### src/rtl/core/acmac_pkg.sv
`timescale 1ns / 1ps
// ----------------------------------------------------------------------------
// acmac_pkg
// Shared types, register indexes and AES byte substitution for the CMAC block.
// ----------------------------------------------------------------------------
package acmac_pkg;

	localparam int CFG_IDX_W = 2;
	localparam int ROUNDS    = 10;

	localparam logic [CFG_IDX_W-1:0] REG_KEY_HIGH = 2'd0;
	localparam logic [CFG_IDX_W-1:0] REG_KEY_LOW  = 2'd1;

	typedef logic [ROUNDS:0][127:0] rk_set_t;

	typedef struct packed {
		logic busy;
		logic subkey_phase;
	} ks_status_t;

	localparam logic [2047:0] SBOX_BITS = {
		128'h637c777bf26b6fc53001672bfed7ab76,
		128'hca82c97dfa5947f0add4a2af9ca472c0,
		128'hb7fd9326363ff7cc34a5e5f171d83115,
		128'h04c723c31896059a071280e2eb27b275,
		128'h09832c1a1b6e5aa0523bd6b329e32f84,
		128'h53d100ed20fcb15b6acbbe394a4c58cf,
		128'hd0efaafb434d338545f9027f503c9fa8,
		128'h51a3408f929d38f5bcb6da2110fff3d2,
		128'hcd0c13ec5f974417c4a77e3d645d1973,
		128'h60814fdc222a908846eeb814de5e0bdb,
		128'he0323a0a4906245cc2d3ac629195e479,
		128'he7c8376d8dd54ea96c56f4ea657aae08,
		128'hba78252e1ca6b4c6e8dd741f4bbd8b8a,
		128'h703eb5664803f60e613557b986c11d9e,
		128'he1f8981169d98e949b1e87e9ce5528df,
		128'h8ca1890dbfe6426841992d0fb054bb16
	};

	function automatic logic [7:0] sub_byte(input logic [7:0] b);
		sub_byte = SBOX_BITS[11'(2047 - 8 * int'(b)) -: 8];
	endfunction

	function automatic logic [31:0] sub_word(input logic [31:0] w);
		sub_word = {sub_byte(w[31:24]), sub_byte(w[23:16]), sub_byte(w[15:8]),
			sub_byte(w[7:0])};
	endfunction

endpackage

### src/rtl/core/acmac_keysched.sv
`timescale 1ns / 1ps
// ----------------------------------------------------------------------------
// acmac_keysched
// Key registers, iterative round key expansion and K1/K2 subkey derivation.
// ----------------------------------------------------------------------------
module acmac_keysched (
	input  logic                               clk,
	input  logic                               arst_n,
	input  logic                               cfg_we,
	input  logic [acmac_pkg::CFG_IDX_W-1:0]    cfg_index,
	input  logic [63:0]                        cfg_wdata,
	input  logic [127:0]                       l_value,
	output acmac_pkg::rk_set_t                 rk,
	output logic [127:0]                       k1,
	output logic [127:0]                       k2,
	output acmac_pkg::ks_status_t              status
);

	typedef enum logic [1:0] {KS_IDLE, KS_LOAD, KS_EXPAND, KS_SUBKEY} ks_state_t;

	ks_state_t state_q;
	logic [63:0]  key_high_q, key_low_q;
	logic [127:0] work_q;
	logic [3:0]   step_q;
	acmac_pkg::rk_set_t rk_q;
	logic [127:0] k1_q, k2_q;
	logic [127:0] next_rk;
	logic [127:0] k1_new;
	logic [31:0]  tw;
	logic         key_wr;

	function automatic logic [7:0] rcon(input logic [3:0] i);
		case (i)
			4'd1:    rcon = 8'h01;
			4'd2:    rcon = 8'h02;
			4'd3:    rcon = 8'h04;
			4'd4:    rcon = 8'h08;
			4'd5:    rcon = 8'h10;
			4'd6:    rcon = 8'h20;
			4'd7:    rcon = 8'h40;
			4'd8:    rcon = 8'h80;
			4'd9:    rcon = 8'h1b;
			4'd10:   rcon = 8'h36;
			default: rcon = 8'h00;
		endcase
	endfunction

	function automatic logic [127:0] gf_double(input logic [127:0] v);
		gf_double = {v[126:0], 1'b0} ^ (v[127] ? 128'h87 : 128'h0);
	endfunction

	assign key_wr = cfg_we && (cfg_index == acmac_pkg::REG_KEY_HIGH
		|| cfg_index == acmac_pkg::REG_KEY_LOW);

	// one round key per cycle, rotword and subword on the last word
	always_comb begin
		tw = acmac_pkg::sub_word({work_q[23:0], work_q[31:24]}) ^ {rcon(step_q), 24'h0};
		next_rk[127:96] = work_q[127:96] ^ tw;
		next_rk[95:64]  = work_q[95:64] ^ next_rk[127:96];
		next_rk[63:32]  = work_q[63:32] ^ next_rk[95:64];
		next_rk[31:0]   = work_q[31:0] ^ next_rk[63:32];
	end

	assign k1_new = gf_double(l_value);

	always_ff @(posedge clk or negedge arst_n) begin
		if (!arst_n) begin
			state_q    <= KS_LOAD;
			key_high_q <= '0;
			key_low_q  <= '0;
			step_q     <= '0;
		end else begin
			if (cfg_we && cfg_index == acmac_pkg::REG_KEY_HIGH) begin
				key_high_q <= cfg_wdata;
			end
			if (cfg_we && cfg_index == acmac_pkg::REG_KEY_LOW) begin
				key_low_q <= cfg_wdata;
			end
			if (key_wr) begin
				state_q <= KS_LOAD;
			end else begin
				case (state_q)
					KS_LOAD: begin
						step_q  <= 4'd1;
						state_q <= KS_EXPAND;
					end
					KS_EXPAND: begin
						step_q <= step_q + 4'd1;
						if (step_q == 4'(acmac_pkg::ROUNDS)) begin
							state_q <= KS_SUBKEY;
						end
					end
					KS_SUBKEY: state_q <= KS_IDLE;
					default:   state_q <= KS_IDLE;
				endcase
			end
		end
	end

	always_ff @(posedge clk) begin
		case (state_q)
			KS_LOAD: begin
				work_q <= {key_high_q, key_low_q};
				rk_q[0] <= {key_high_q, key_low_q};
			end
			KS_EXPAND: begin
				work_q <= next_rk;
				rk_q[step_q] <= next_rk;
			end
			KS_SUBKEY: begin
				k1_q <= k1_new;
				k2_q <= gf_double(k1_new);
			end
			default: ;
		endcase
	end

	assign rk  = rk_q;
	assign k1  = k1_q;
	assign k2  = k2_q;
	assign status.busy         = state_q != KS_IDLE;
	assign status.subkey_phase = state_q == KS_SUBKEY;

endmodule

### config.mk
export PLATFORM = sky130hd
export DESIGN_NAME = acmac_keysched
export DESIGN_NICKNAME = d
export VERILOG_FILES = /design/src/rtl/core/acmac_pkg.sv /design/src/rtl/core/acmac_keysched.sv
export SDC_FILE = /design/constraint.sdc
export NUM_CORES = 2
export LEC_CHECK = 0
export ABC_CLOCK_PERIOD_IN_PS = 7700
export BUFFER_PORTS_ARGS = -buffer_cell sky130_fd_sc_hd__buf_2
export CORE_AREA = 4 4 718 720
export DETAILED_ROUTE_END_ITERATION = 10
export DIE_AREA = 0 0 722 724
export GPL_ROUTABILITY_DRIVEN = 0
export HOLD_SLACK_MARGIN = 0.15
export PLACE_DENSITY_LB_ADDON = 0.12
export SYNTH_ARGS = -nofsm -noshare
export SYNTH_HDL_FRONTEND = slang
export SYNTH_SLANG_ARGS = --single-unit
### constraint.sdc
create_clock -name clk -period 7.7 [get_ports clk]
set_input_delay 0.77 -clock clk [delete_from_list [all_inputs] [get_ports clk]]
set_output_delay 0.77 -clock clk [all_outputs]
set_load 0.01 [all_outputs]
==> metrics <==
status completed; fin crit share 0.653; io pins ~1.9k; Resized cells post-CTS 0; number of flops mapped to enable cells by yosys between 1.5k and 2k; Rel. slew slack 0.176; crit path launch type flip-flop; die area ~520000 um2; Port Buffers 1862; Syn Std Cell Area 70300 um2; P_leak 0.0347 uW; CP endpoint kind flip-flop; Post-synth top flop edfxtp_1; Final Util 0.190; Reg2Reg Depth 8; min Tclk post-route 5030 ps; Remaining Overflow, GRT 0; Die Wd 722 um; Core Box Area ~510000 um2; Routed Antenna Nets 0; Synth top cells by count edfxtp_1, nand2_1, o21ai_0, a21oi_1, mux2_2; drt drc 0; vias around 47k; Pre-antenna DRT Iters 6; RR Endpoint rk[1300]; worst hold path depth 2; cell with the most instances after synthesis edfxtp_1; antenna violations before repair 80; RSZ-0062 raised after global routing false; Worst R2R Setup Slack 2670 ps; Synth Instances around 4.2k; ranking of synthesized cells by area edfxtp_1, dfrtp_1, mux2_2, buf_4, xnor2_1; Worst Hold End key_low_q[4]; Critical Path RT 8280 ps; leading area contributor after synthesis edfxtp_1; vias in the first global route 47.9k; post-placement setup slack 2500 ps; clk sink count between 1.5k and 2k; Yosys warning total 0; CTS tree built; final instance area about 97000 um2; CTS Buf Count 230; FF/Latch Area 53400 um2; CTS max path bufs 4; #FFs+latches synth 1801; Final Hold Viols 0; final WL 381000 um; Detailed Place HPWL 279000 um; actual slew at the worst max-slew pin 1240 ps; Critical Path Start work_q[9]; async set or reset register ratio after synthesis 0.0744; Setup WS post-layout 2670 ps; vias per cell roughly 3.6; net count after synthesis 4452; Hold Path Class in -> reg; Die H about 720 um; Layout Cells excl Fill about 13k; top cell type's share of synthesized area 0.712; CTS root buffer clkbuf_16; proportion of layout cells with a drive suffix above 1 0.405; TNS Setup 0 ps; dpl cells 12.6k; maximum number of pins on one net before global-route repair ~110; # setup viols final 0; syn avg cell area 16.6 um2; post-synth cell types between 100 and 150; Final #Nets roughly 6.5k; Worst Path Arrival 5610 ps; Seq/Total Area, Yosys 0.760; drt first-iter violations between 3k and 4k; Initial Util 0.138; FF-to-FF Start work_q[9]; area grow syn2layout 37.3%; first-pass GRT wire length 490000 um; max cap viols 0; max frequency 199 MHz; wire per inst 28.9 um; postcts setup bufs 0; Crit Path Class reg -> reg; multi-input logic area approximately 15000 um2; Max rail drop VDD 0.000339 V; clock slew at reported path FFs 60 ps; Power Density about 540 nW/um2; clk_skew 51.1 ps; clk_lat worst skew 930 ps; CP max FO 34; Post-DP Area 87300 um2; CTS H-tree lvls 4; Row Count around 260; FILL cells around 55k; final slew viol count 0; hold_buf cts 186; All-Layer GR Usage 0.139; min-delay src cfg_wdata[4]
## per-stage QoR
| stage | power [uW] | hold slack (ps) |
|---|---|---|
| 3_3_place_gp | 42700 | 487 |
| 4_1_cts | 54000 | 153 |
| 5_1_grt | 55300 | 174 |
| 2_1_floorplan | 29100 | 471 |
| 6_report | 52000 | 251 |
| 3_5_place_dp | 42800 | 490 |
## where the power goes
group | internal, uW | total [uW] | switching, uW
logic | 5230 | 22800 | 17600
registers | 17500 | 18500 | 1010
clock network | 6120 | 10700 | 4620
## final cells by class
type	instances	area share
inverter	117	0.00463
clock buffer	280	0.0629
timing repair buffer	2166	0.127
sequential	1801	0.553
tap	6732	0.0872
multi-input combinational	1949	0.151
antenna	19	0.000492
clock inverter	142	0.0136
## flip-flops by register name, summed over array words and instances (netlist names)
register    flops
key_high_q     64
work_q        128
step_q          4
k1            127
rk           1408
key_low_q      64
state_q         2
k2              4
## layer usage
layer | up-vias | share of wire | global-route usage
met5 | - | 0.00024 | 0
met4 | 14 | 0.021 | 0.0269
met3 | 393 | 0.068 | 0.0353
met2 | 1864 | 0.53 | 0.259
met1 | 24671 | 0.38 | 0.158
li1 | 20339 | - | -
## logic make-up after synthesis
kind of cell               synth area share
muxes                                0.0298
AOI/OAI and AO/OA                    0.0862
buffers and inverters                0.0381
adders and majority gates           0.00192
DFF                                   0.760
xor gates and xnor gates             0.0334
and+or+nand+nor                      0.0510
## cell usage in the layout, fill, tap and decap left out, drive strengths merged, types with 20 or more instances in the layout
master,count
a22o,67
xnor2,124
mux2i,21
nand2,171
nor2b,71
a211oi,30
inv,122
xnor3,21
o22ai,33
clkinv,111
o2bb2ai,47
a31oi,35
dfrtp,133
mux2,165
and2,20
nand3,50
nor3,24
nand2b,54
a221oi,20
buf,1980
o211ai,32
edfxtp,1667
clkbuf,280
o21ai,173
a21oi,168
xor2,62
dlygate4sd3,186
nor2,163
## worst max-delay path, cell delays in order, from the launching register on
cell,delay [ps]
edfxtp_1,1120
buf_4,430
nor2b_1,170
or3_1,360
a2111oi_0,520
o31ai_2,260
xnor3_1,930
xnor3_1,350
inv_1,540
## worst max-delay path by stage
stage,end,slack [ps],depth (start not counted)
2_1_floorplan,rk[1024],500,7
3_3_place_gp,rk[386],2520,9
3_5_place_dp,rk[642],2500,9
4_1_cts,rk[1026],2470,9
5_1_grt,rk[770],2290,9
6_report,rk[1300],2670,8
(Power assumes the default switching activity.)
